$ cat src/assert_macros.svh
// Assertion macros shared by the classifier modules.
`ifndef ASSERT_MACROS_SVH
`define ASSERT_MACROS_SVH

// The consequent must hold in the same cycle as the antecedent.
`define ASSERT_SAME(label, ante, cons) \
   label: assert property (@(posedge clock) disable iff (reset) (ante) |-> (cons)) \
      else $error("assertion failed");

// The consequent must hold in the cycle after the antecedent.
`define ASSERT_NEXT(label, ante, cons) \
   label: assert property (@(posedge clock) disable iff (reset) (ante) |=> (cons)) \
      else $error("assertion failed");

`endif

$ cat src/abic_pkg.sv
// Types and constants shared by the address bar input classifier.
package abic_pkg;

   localparam logic [2:0] DotSat   = 3'd4;
   localparam logic [2:0] QuadDots = 3'd3;
   localparam logic [8:0] PartMax  = 9'd255;
   localparam logic [8:0] PartSat  = 9'd256;

   localparam logic [7:0] CharDot   = 8'h2E;
   localparam logic [7:0] CharColon = 8'h3A;
   localparam logic [7:0] CharSlash = 8'h2F;
   localparam logic [7:0] CharZero  = 8'h30;
   localparam logic [7:0] CharNine  = 8'h39;
   localparam logic [7:0] CharSpace = 8'h20;
   localparam logic [7:0] CharTab   = 8'h09;
   localparam logic [7:0] CharLf    = 8'h0A;
   localparam logic [7:0] CharCr    = 8'h0D;

   typedef enum logic [1:0] {
      CAT_IPV4   = 2'd0,
      CAT_QUERY  = 2'd1,
      CAT_SCHEME = 2'd2,
      CAT_HOST   = 2'd3
   } category_type;

   typedef enum logic [1:0] {
      SCH_IDLE  = 2'd0,
      SCH_COLON = 2'd1,
      SCH_SLASH = 2'd2
   } scheme_type;

   typedef struct packed {
      logic [7:0] char_code;
      logic       end_of_text;
   } item_type;

   typedef struct packed {
      logic       started;
      logic       pending_space;
      logic [2:0] dot_count;
      logic [8:0] part_value;
      logic       part_nonempty;
      logic       ip_still_ok;
      scheme_type scheme_match_progress;
      logic       has_scheme_mark;
      logic       has_dot;
   } state_type;

   localparam state_type StateReset = '{
      started:               1'b0,
      pending_space:         1'b0,
      dot_count:             3'd0,
      part_value:            9'd0,
      part_nonempty:         1'b0,
      ip_still_ok:           1'b1,
      scheme_match_progress: SCH_IDLE,
      has_scheme_mark:       1'b0,
      has_dot:               1'b0
   };

endpackage

$ cat src/abic_core.sv
// Classification state and its per-character update.
`include "assert_macros.svh"

module abic_core
   import abic_pkg::*;
(
   input  logic         clock,
   input  logic         reset,
   input  logic         fire,
   input  item_type     item,
   output category_type category
);

   state_type state_ff;
   state_type state_in;

   // Effect of one counted byte of the trimmed text.
   function automatic state_type take_byte(state_type s, logic [7:0] c);
      state_type  r;
      logic [11:0] v;
      r = s;
      v = 12'({3'b000, s.part_value} * 12'd10) + {8'h00, c[3:0]};
      if (c == CharDot) begin
         if (!s.part_nonempty) r.ip_still_ok = 1'b0;
         if (s.dot_count < DotSat) r.dot_count = s.dot_count + 3'd1;
         if (r.dot_count > QuadDots) r.ip_still_ok = 1'b0;
         r.has_dot       = 1'b1;
         r.part_value    = '0;
         r.part_nonempty = 1'b0;
      end else if (c >= CharZero && c <= CharNine) begin
         r.part_value = (v > {3'b000, PartSat}) ? PartSat : v[8:0];
         if (r.part_value > PartMax) r.ip_still_ok = 1'b0;
         r.part_nonempty = 1'b1;
      end else begin
         r.ip_still_ok   = 1'b0;
         r.part_nonempty = 1'b1;
      end
      if (c == CharColon) begin
         r.scheme_match_progress = SCH_COLON;
      end else if (c == CharSlash && s.scheme_match_progress == SCH_COLON) begin
         r.scheme_match_progress = SCH_SLASH;
      end else if (c == CharSlash && s.scheme_match_progress == SCH_SLASH) begin
         r.has_scheme_mark       = 1'b1;
         r.scheme_match_progress = SCH_IDLE;
      end else begin
         r.scheme_match_progress = SCH_IDLE;
      end
      return r;
   endfunction

   always_comb begin
      if (state_ff.started && state_ff.ip_still_ok && state_ff.dot_count == QuadDots &&
          state_ff.part_nonempty && state_ff.part_value <= PartMax) begin
         category = CAT_IPV4;
      end else if (state_ff.started && !state_ff.has_scheme_mark && !state_ff.has_dot) begin
         category = CAT_QUERY;
      end else if (state_ff.has_scheme_mark) begin
         category = CAT_SCHEME;
      end else begin
         category = CAT_HOST;
      end
   end

   always_comb begin
      state_in = state_ff;
      if (fire) begin
         if (item.end_of_text) begin
            state_in = StateReset;
         end else if (item.char_code inside {CharSpace, CharTab, [CharLf:CharCr]}) begin
            if (state_ff.started) state_in.pending_space = 1'b1;
         end else begin
            if (state_ff.pending_space) state_in = take_byte(state_in, CharSpace);
            state_in.pending_space = 1'b0;
            state_in.started       = 1'b1;
            state_in = take_byte(state_in, item.char_code);
         end
      end
   end

   always_ff @(posedge clock) begin
      if (reset) begin
         state_ff <= StateReset;
      end else begin
         state_ff <= state_in;
      end
   end

   `ASSERT_SAME(a_pending_needs_start, state_ff.pending_space, state_ff.started)
   `ASSERT_NEXT(a_clear_after_end, fire && item.end_of_text, state_ff == StateReset)
   `ASSERT_SAME(a_counts_saturate, 1'b1, state_ff.dot_count <= DotSat && state_ff.part_value <= PartSat)

endmodule

$ cat src/address_bar_input_classifier.sv
// Top level of the address bar input classifier.
// The block takes the text of an address bar one character per beat on the req_ channel,
// closed by a beat with req_end_of_text set, and answers each closing beat with one rsp_
// beat whose category is 0 for a dotted-quad IPv4 address, 1 for a search query, 2 for a
// URL with a scheme and 3 for a bare host; character beats give no result. Leading and
// trailing whitespace is ignored, and after the closing beat the block is ready for the
// next text at once. One beat is accepted every clock cycle unless the input is held back:
// a beat sits in the input register while the character update and the classification run
// on it, and the category is loaded into the result register as the closing beat leaves the
// input register, from where the result is offered. The only thing that holds the input back
// is a closing beat that finds the result register still full and stalled.
`include "assert_macros.svh"

module address_bar_input_classifier
   import abic_pkg::*;
(
   input  logic       clock,
   input  logic       reset,
   input  logic       req_valid,
   output logic       req_stall,
   input  logic [7:0] req_char_code,
   input  logic       req_end_of_text,
   output logic       rsp_valid,
   input  logic       rsp_stall,
   output logic [1:0] rsp_category
);

   // Input register.
   logic         s1_valid_ff;
   logic         s1_valid_in;
   item_type     s1_item_ff;
   logic         s1_move;
   logic         req_accept;

   // Result register.
   logic         rsp_valid_ff;
   logic         rsp_valid_in;
   category_type rsp_category_ff;
   category_type category;
   logic         emit;

   // A character beat always moves on; a closing beat waits only while the result
   // register holds a result that the far side is not yet taking.
   assign s1_move    = s1_valid_ff && !(s1_item_ff.end_of_text && rsp_valid_ff && rsp_stall);
   assign req_stall  = s1_valid_ff && !s1_move;
   assign req_accept = req_valid && !req_stall;
   assign emit       = s1_move && s1_item_ff.end_of_text;

   always_comb begin
      if (req_accept) begin
         s1_valid_in = 1'b1;
      end else if (s1_move) begin
         s1_valid_in = 1'b0;
      end else begin
         s1_valid_in = s1_valid_ff;
      end
   end

   always_comb begin
      if (emit) begin
         rsp_valid_in = 1'b1;
      end else if (!rsp_stall) begin
         rsp_valid_in = 1'b0;
      end else begin
         rsp_valid_in = rsp_valid_ff;
      end
   end

   always_ff @(posedge clock) begin
      if (reset) begin
         s1_valid_ff  <= 1'b0;
         rsp_valid_ff <= 1'b0;
      end else begin
         s1_valid_ff  <= s1_valid_in;
         rsp_valid_ff <= rsp_valid_in;
      end
   end

   // Payload registers carry no reset.
   always_ff @(posedge clock) begin
      if (req_accept) begin
         s1_item_ff.char_code   <= req_char_code;
         s1_item_ff.end_of_text <= req_end_of_text;
      end
      if (emit) begin
         rsp_category_ff <= category;
      end
   end

   abic_core u_core (
      .clock    (clock),
      .reset    (reset),
      .fire     (s1_move),
      .item     (s1_item_ff),
      .category (category)
   );

   assign rsp_valid    = rsp_valid_ff;
   assign rsp_category = rsp_category_ff;

   `ASSERT_NEXT(a_end_gives_result, emit, rsp_valid_ff)
   `ASSERT_NEXT(a_no_extra_result, !emit && !(rsp_valid_ff && rsp_stall), !rsp_valid_ff)
   `ASSERT_SAME(a_stall_cause, req_stall, s1_valid_ff && s1_item_ff.end_of_text && rsp_valid_ff)

endmodule

$ cat config.mk
export PLATFORM = sky130hd
export DESIGN_NAME = address_bar_input_classifier
export DESIGN_NICKNAME = d
export VERILOG_FILES = /design/src/abic_pkg.sv /design/src/abic_core.sv /design/src/address_bar_input_classifier.sv
export VERILOG_INCLUDE_DIRS = /design/src /design/src/src
export SDC_FILE = /design/constraint.sdc
export NUM_CORES = 1
export LEC_CHECK = 0
export BUFFER_PORTS_ARGS = -buffer_cell sky130_fd_sc_hd__buf_2
export CAP_MARGIN = 20
export CELL_PAD_IN_SITES_DETAIL_PLACEMENT = 0
export CELL_PAD_IN_SITES_GLOBAL_PLACEMENT = 1
export CORE_MARGIN = 5
export CORE_UTILIZATION = 50
export DETAILED_ROUTE_END_ITERATION = 10
export GPL_ROUTABILITY_DRIVEN = 1
export PLACE_DENSITY = 0.83
export SKIP_LAST_GASP = 1
export SLEW_MARGIN = 20
export SYNTH_ARGS = -nofsm -noshare
export SYNTH_HDL_FRONTEND = slang
export SYNTH_HIERARCHICAL = 1
export SYNTH_SLANG_ARGS = --single-unit
export TNS_END_PERCENT = 50
$ cat constraint.sdc
create_clock -name clock -period 6.42 [get_ports clock]
set_input_delay 0.642 -clock clock [delete_from_list [all_inputs] [get_ports clock]]
set_output_delay 0.642 -clock clock [all_outputs]
set_load 0.05 [all_outputs]
==> results of run 1 <==
-- placed cells by master, fill, tap and decap left out, types with 3 or more instances in the layout --
cell      netlist  routed
a32o_1          8       8
dfxtp_1        22      22
o21ai_1         4       4
and2_1          3       3
xor2_1          3       3
inv_1           4       4
a31oi_1         3       3
buf_2           0      16
nor2_1         27      27
edfxtp_1       11      11
nand3b_1        3       3
o21ai_0         5       5
xnor2_1         5       5
nand2_1         7       7
nand3_1         5       5
nor3_1          8       8
clkbuf_8        0       5
ha_1           18      18
nor3b_1         4       4
a21oi_1        16      16
nand4_1         5       5
a21o_1          4       4
-- worst max-delay path, cell delays in order, from the launching register on --
cell,delay [ps]
dfxtp_1,410
ha_1,260
ha_1,260
fa_1,440
a211oi_1,490
o21bai_1,160
a21oi_1,210
xnor2_1,200
nand4_1,170
a21bo_1,370
a32o_1,210
-- report_power, final --
group	internal (uW)	switching (uW)	total (uW)	leakage, uW
registers	222	6.95	229	0.000282
clock network	74.9	69.6	145	0.0000450
logic	9.14	14.6	23.7	0.000611
total	306	91.1	397	0.000938
-- per-layer routing --
metal | vias up | GRT usage, % | part of all wire (%) | wire (um)
li1 | 835 | - | - | -
met1 | 786 | 21.44 | 45 | 1971
met2 | 26 | 30.71 | 49 | 2181
met3 | 10 | 4.189 | 3.1 | 139
met4 | 0 | 8.853 | 2.9 | 129
met5 | - | 0 | 0 | 0
-- logic make-up after synthesis --
logic type               Yosys count  share of synthesized area, %
AO/OA/AOI/OAI                     59                         20.85
XOR/XNOR                           9                         4.208
adder cells (fa/ha/maj)           20                         12.93
buffers and inverters              8                         2.073
flip-flops                        33                         37.56
AND/OR/NAND/NOR                   79                         22.38
-- metrics by stage --
step | setup slack [ps] | area [um2] | hold WS, ps
3_3_place_gp | 3362 | 2167 | 447.4
5_1_grt | 2967 | 2250 | 491.8
3_5_place_dp | 3234 | 2167 | 460.6
6_report | 3181 | 2250 | 468.1
4_1_cts | 3203 | 2250 | 472.4
2_1_floorplan | 3515 | 2052 | 434.9
-- state kept, by name, indices dropped and copies added (netlist names) --
name,flops
s1_valid_ff,1
u_core/state_ff,20
rsp_category,2
rsp_valid,1
s1_item_ff,9
-- layout make-up --
cell class | count | area share [%]
Inverter | 4 | 0.6674
Multi-Input combinational cell | 167 | 55.06
Sequential cell | 33 | 34.26
Tap cell | 50 | 2.781
Clock buffer | 6 | 3.226
Timing Repair Buffer | 16 | 3.560
Clock inverter | 2 | 0.4449
-- worst paths after layout --
kind / startpoint / end / slack (ps) / cells past startpoint
worst max register to register: u_core/state_ff[7]$_SDFFE_PP0P_ / u_core/state_ff[12]$_SDFFE_PP0P_ / 3180 / 10
worst min-delay path: u_core/state_ff[3]$_SDFFE_PP0P_ / u_core/state_ff[3]$_SDFFE_PP0P_ / 470 / 2
worst min register to register: u_core/state_ff[3]$_SDFFE_PP0P_ / u_core/state_ff[3]$_SDFFE_PP0P_ / 470 / 2
worst max-delay path: u_core/state_ff[7]$_SDFFE_PP0P_ / u_core/state_ff[12]$_SDFFE_PP0P_ / 3180 / 10
==> flow_metrics.tcl, run 1 <==
set metrics [dict create \
    status "finished, final reports clean" \
    cts_tree "done" \
    antenna_found_initial 0 \
    p_leak_uw 0.0009381 \
    synth_top_cell_by_area "dfxtp_1" \
    peakVddDrop_mv 0.1409 \
    cp_max_fo 8 \
    clock_sinks 33 \
    dp_cells 270 \
    stdcell_count 278 \
    cts_setup_buffers 0 \
    synth_edf_count 11 \
    hpwl_mm 3.460 \
    fin_setup_tns_ps 0 \
    ys_seq_area_share_pct 37.56 \
    clock_path_buffers 2 \
    crit_required_ps 6640 \
    wl_per_cell_um 15.91 \
    cts_htree_levels 2 \
    ff_latch_area_um2 770.7 \
    area_delta_synth_final_pct 9.634 \
    place_congestion 0.8499 \
    yosys_warnings 6 \
    period_share_pct 50.46 \
    cts_resized 0 \
    clock_latency_ps 280 \
    vias 1657 \
    nNetsFinal 260 \
    final_core_util_pct 56.24 \
    endpoint_kind "register" \
    rsz0062_at_grt "no" \
    p_total_uw 397.0 \
    slew_headroom_pct 56.49 \
    cts_hold_buf 0 \
    synth.most_common_cell "nor2_1" \
    fmax_ghz 0.3087 \
    grt_overflow 0 \
    cap_violations 0 \
    worstMarginPinSlew_ps 652.6 \
    multi_input_area_um2 1239 \
    diodes 0 \
    ys.flop_type "dfxtp_1" \
    cts_inserted_buffers 5 \
    rows 23 \
    synthCells 208 \
    hold_viol_final 0 \
    hold_path.class "reg2reg" \
    clk_pin_slew_ps 60 \
    path_class "reg2reg" \
    grt_max_degree 14 \
    async_flop_share_pct 0 \
    syn_nets 241 \
    synth-seq-cells 33 \
    drtIter0Drc 129 \
    core_um2 4000 \
    ioPinCount 17 \
    period_needed_ps 3239 \
    worstSetupStartpointType "register" \
    die-area_um2 5485 \
    grt_pass1_vias 1692 \
    fillCellCount 353 \
    root_buffer "clkbuf_8" \
    first_pass_iters 4 \
    setup_viol 0 \
    netlist_area_um2 2052 \
    viasPerCell 5.960 \
    grt_pass1_wl_mm 7.652 \
    drc 0 \
    dieHeight_um 74.06 \
    ant_nets 0 \
    drv_slew 0 \
    start_util_pct 51.30 \
    totalWireLength_mm 4.422 \
    crit_arrival_ps 3460 \
    port_buffers 16 \
    ys_types 54 \
    syn_avg_cell_area_um2 9.865 \
    synth_area_leaders "dfxtp_1 (21%), edfxtp_1 (16%), ha_1 (11%)" \
    die_w_um 74.06 \
    grt_usage_pct 18.09 \
    drive_above_1_share_pct 14.47 \
    skew_ps 4.183 \
    synth.top_cells.by_count "nor2_1 (27), dfxtp_1 (22), ha_1 (18), a21oi_1 (16), edfxtp_1 (11)" \
    power_density_nw_per_um2 176.5 \
    synth_top_area_share_pct 21.46 \
]
No activity file was read; power rests on OpenSTA's default activity.
==> run 2, diff against run 1 <==
CORE_UTILIZATION = 42   (was 50)
PLACE_DENSITY = 0.74   (was 0.83)
clock period = 2.9 ns   (was 6.42 ns; I/O delays follow)
==> run 2 against run 1 <==
Effect of this change:
- setup slack got worse by 3100 ps
- critical path depth unchanged
- core utilization down 4.4 points
- clock power rose by 130%
- via count shrank 0.30%
- non-clock buffer count is 10 higher
- global-route usage decreased by 3.5 points
- final cell count rose by 9.7%
- final area is 8.8% higher
- critical path type unchanged
- highest routed layer unchanged
==> flow_metrics.tcl, run 2 (synthesis gave the netlist of run 1 again) <==
set metrics [dict create \
    hpwl_mm 3.292 \
    hold_path.class "in2reg" \
    cts_hold_buf 0 \
    worstPathCellList "ha_1 -> ha_4 -> fa_2 -> a211oi_4 -> o21ba_4 -> nor4_4 -> or2_1 -> or4_1 -> nand2_1 -> a211o_1" \
    drive_above_1_share_pct 24.37 \
    clock_latency_ps 280 \
    ff_latch_area_um2 774.5 \
    cts_inserted_buffers 5 \
    p_leak_uw 0.0009874 \
    crit_required_ps 3130 \
    largest_reg_flops 20 \
    fillCellCount 436 \
    internal_power_uw 678.3 \
    status "finished, final reports clean" \
    root_buffer "clkbuf_8" \
    wl_per_cell_um 14.54 \
    grt_pass1_wl_mm 7.348 \
    rsz0062_at_grt "no" \
    clkPwrFrac_pct 37.6 \
    start_util_pct 43.44 \
    die-area_um2 6383 \
    vias 1652 \
    cts_htree_levels 2 \
    totalWireLength_mm 4.435 \
    nNetsFinal 270 \
    skew_ps 4.757 \
    antenna_found_initial 0 \
    layout_common_cells "nor2_1 (26), dfxtp_1 (19), buf_2 (16)" \
    endpoint_kind "register" \
    drc 0 \
    cp_max_fo 4 \
    period_share_pct 96.02 \
    crit_arrival_ps 3010 \
    ioPinCount 17 \
    drv_slew 0 \
    rows 25 \
    place_congestion 0.8314 \
    fmax_ghz 0.3591 \
    final_common_cell "nor2_1" \
    diodes 0 \
    multi_input_area_um2 1334 \
    drtIter0Drc 121 \
    place_ws_ps 65.92 \
    clock_sinks 33 \
    holdPathStages 1 \
    worst_path_max_delay_cell "or4_1" \
    grt_overflow 0 \
    cap_violations 0 \
    p_seq_share_pct 55.8 \
    ant_nets 0 \
    largest-register "u_core/state_ff" \
    rr_worst_depth 10 \
    grt_max_degree 14 \
    clock_path_buffers 2 \
    area_delta_synth_final_pct 19.33 \
    combPwrFrac_pct 6.5 \
    core_um2 4723 \
    viasPerCell 5.416 \
    clk_pin_slew_ps 70 \
    grt_usage_pct 14.57 \
    hold_viol_final 0 \
    dieHeight_um 79.90 \
    rrSetupSlack_ps 120 \
    worstMarginPinSlew_ps 607.7 \
    swShare_pct 24.48 \
    peakVddDrop_mv 0.3798 \
    die_w_um 79.90 \
    power_switching_uw 219.9 \
    setup_ws_ps 115.6 \
    power_density_nw_per_um2 366.8 \
    grt_pass1_vias 1572 \
    port_buffers 16 \
    setup_viol 0 \
    slew_headroom_pct 59.30 \
    period_needed_ps 2784 \
    worstSetupStartpointType "register" \
    path_class "reg2reg" \
    fin_setup_tns_ps 0 \
    cts_tree "done" \
    first_pass_iters 4 \
    slowest_delay_ps 510 \
]
## run 2: changes by cell type in the layout (fill, tap and decap cells not counted), moves of 3 or more
cell | before | now
buf_4 | 0 | 10
ha_1 | 18 | 14
dfxtp_1 | 22 | 19
dfxtp_2 | 0 | 3
ha_4 | 0 | 3
## run 2: cell type report
class	instances	area share, %
clock buffers	5	2.810
clock inverters	3	0.7154
inverters	4	0.6132
multi-input cells	167	54.47
flip-flops and latches	33	31.63
well taps	67	3.424
repair buffers	26	6.336
## run 2: what timing repair did
item,in CTS,in global routing
endpoints found under the hold margin,0,0
endpoints found under the setup margin,0,10
gates resized for setup,0,17
setup buffers,0,3
## run 2: worst max-delay path, delay by kind of cell (launching register included)
kind            cells  cell delay (ps)
simple gates        4              890
fa+ha+maj           3              870
compound gates      3              620
flops               1              340
## run 2: through the flow
| stage | cell area [um2] | hold WS, ps | instances | power [uW] | utilization (%) |
|---|---|---|---|---|---|
| after floorplan | 2059 | 359.1 | 208 | 547.8 | - |
| after global placement | 2248 | 443.4 | 294 | 569.9 | 47.60 |
| after detailed placement | 2248 | 456.8 | 294 | 570.3 | 47.60 |
| after CTS | 2335 | 165.9 | 302 | 910.1 | 49.43 |
| after global routing | 2449 | 162.2 | 305 | 937.3 | 51.84 |
| final | 2449 | 176.8 | 305 | 898.2 | 51.84 |
## run 2: final timing paths
path,startpoint,endpoint
worst max-delay path,u_core/state_ff[6]$_SDFFE_PP0P_,u_core/state_ff[4]$_SDFFE_PP1P_
worst min-delay path,req_end_of_text,s1_item_ff[0]$_DFFE_PP_
worst max register to register,u_core/state_ff[6]$_SDFFE_PP0P_,u_core/state_ff[4]$_SDFFE_PP1P_
worst min register to register,u_core/state_ff[3]$_SDFFE_PP0P_,u_core/state_ff[3]$_SDFFE_PP0P_
## run 2: power by group through the flow
stage	sequential, uW	clock (uW)	combinational, uW
finish	502	338	58.6
global route	503	367	66.7
CTS	501	350	58.5
detailed placement	512	0	58.4
global placement	512	0	58.2
floorplan	514	0	33.7
## run 2: per-layer routing
layer	wire, um	GRT usage, %
met2	2039	21.85
met1	2220	20.46
met3	128	3.612
met5	0	0
met4	46	4.561
==> run 3, diff against run 2 <==
CORE_UTILIZATION = 44   (was 42)
CTS_BUF_LIST = sky130_fd_sc_hd__clkbuf_4   (was not set)
PLACE_DENSITY = 0.77   (was 0.74)
==> run 3 against run 2 <==
Effect of this change:
- critical path type unchanged
- first-iteration DRC count up 16%
- worst hold slack worse by 29 ps
- critical endpoint is now u_core/state_ff[14]$_SDFFE_PP0P_
- final area is 2.5% lower
- sequential share of layout area increased by 0.81 points
- clock skew about the same
- core utilization increased by 1.9 points
- setup slack worse by 4.1 ps
- count of clock-buffer cells in the layout rose by 3
- final cell count down 6.6%
- combinational power shrank 8.9%
- non-clock buffer count fell by 5
- largest cell class unchanged
==> flow_metrics.tcl, run 3 (synthesis gave the netlist of run 1 again) <==
set metrics [dict create \
    peakVddDrop_mv 0.3860 \
    cpMostUsedCell "ha_1" \
    area_delta_synth_final_pct 16.34 \
    fmax_ghz 0.3586 \
    grt_max_degree 14 \
    clock_sinks 33 \
    worstMarginPinSlew_ps 584.2 \
    root_buffer "clkbuf_4" \
    vias 1654 \
    place_ws_ps -13.35 \
    cts_hold_buf 0 \
    ioPinCount 17 \
    drv_slew 0 \
    clk_pin_slew_ps 90 \
    p_total_uw 817.0 \
    cts_inserted_buffers 5 \
    drc 0 \
    setup_viol 0 \
    skew_ps 4.683 \
    diodes 0 \
    cts_tree "done" \
    grt_pass1_wl_mm 7.265 \
    endpoint_kind "register" \
    cap_violations 0 \
    largest_reg_flops 20 \
    port_buffers 16 \
    hold_path.class "in2reg" \
    stdcell_count 285 \
    period_needed_ps 2789 \
    final_common_cell "nor2_1" \
    grt_usage_pct 14.74 \
    hold_viol_final 0 \
    largest-register "u_core/state_ff" \
    layout_common_cells "nor2_1 (26), dfxtp_1 (19), buf_2 (16)" \
    rows 24 \
    grt_pass1_vias 1618 \
    start_util_pct 46.17 \
    viasPerCell 5.804 \
    worstSetupStartpointType "register" \
    slowest_delay_ps 430 \
    dieHeight_um 78.29 \
    slew_headroom_pct 60.87 \
    die-area_um2 6129 \
    power_density_nw_per_um2 342.2 \
    totalWireLength_mm 4.298 \
    core_um2 4444 \
    crit_arrival_ps 3000 \
    place_congestion 0.8681 \
    crit_required_ps 3110 \
    cts_htree_levels 2 \
    status "finished, final reports clean" \
    clock_latency_ps 310 \
    ant_nets 0 \
    nNetsFinal 265 \
    setup_ws_ps 111.4 \
    antenna_found_initial 0 \
    drtIter0Drc 140 \
    grt_overflow 0 \
    path_class "reg2reg" \
    hpwl_mm 3.355 \
    first_pass_iters 4 \
    wl_per_cell_um 15.08 \
    worstPathCellList "ha_1 -> ha_1 -> o21ai_2 -> nor4b_1 -> or3b_1 -> or2_1 -> or4_1 -> nand2_1 -> o2bb2ai_1" \
    clock_path_buffers 2 \
    cp_max_fo 4 \
    drive_above_1_share_pct 24.46 \
    dp_cells 276 \
    period_share_pct 96.16 \
    die_w_um 78.29 \
    worst_path_max_delay_cell "ha_1" \
    p_leak_uw 0.0009629 \
]
## run 3: changes by cell type in the layout (fill, tap and decap cells not counted), moves of 2 or more
cell      delta
clkbuf_4     +8
buf_4        -5
clkbuf_8     -5
clkinv_2     -2
## run 3: timing repair
item	in CTS	in global routing
setup buffers	0	1
gates resized for setup	1	20
pin swaps	0	11
setup endpoints to repair	8	10
## run 3: layout make-up
type,count,area [um2]
well taps,52,65.06
inverters,4,15.01
repair buffers,21,117.6
multi-input cells,167,1355
flip-flops and latches,33,774.5
fillers,427,2057
clock buffers,8,60.06
## run 3: where the power goes
part / switching (uW) / internal (uW)
combinational: 32.8 / 20.6
clock: 134 / 125
sequential: 14.8 / 490
## run 3: path summary, 6_finish.rpt
| kind | start | endpoint | slack [ps] | cells past startpoint |
|---|---|---|---|---|
| worst max register to register | u_core/state_ff[11]$_SDFFE_PP0P_ | u_core/state_ff[14]$_SDFFE_PP0P_ | 110 | 9 |
| worst min-delay path | req_char_code[7] | s1_item_ff[8]$_DFFE_PP_ | 150 | 1 |
| worst min register to register | u_core/state_ff[3]$_SDFFE_PP0P_ | u_core/state_ff[3]$_SDFFE_PP0P_ | 470 | 2 |
| worst max-delay path | u_core/state_ff[11]$_SDFFE_PP0P_ | u_core/state_ff[14]$_SDFFE_PP0P_ | 110 | 9 |
## run 3: metal layers
metal,up-vias,part of all wire [%],global-route usage (%)
met3,5,3.5,3.432
li1,845,-,-
met2,25,47,24.66
met5,-,0,0
met4,0,0.84,4.196
met1,779,49,19.07
## run 3: worst max-delay path, delay by kind of cell, from the launching register on
family	cells	cell delay [ps]
fa+ha+maj	2	690
flops	1	400
simple gates	5	1250
compound gates	2	340
## run 3: per-stage QoR
step           setup TNS, ps  hold slack, ps  cell area [um2]  utilization (%)
2_1_floorplan              0           359.1             2059                -
3_3_place_gp               0           443.6             2207            49.66
3_5_place_dp          -56.38           454.3             2207            49.66
4_1_cts                    0           130.1             2271            51.10
5_1_grt               -74.29           106.9             2387            53.72
6_report                   0           148.2             2387            53.72
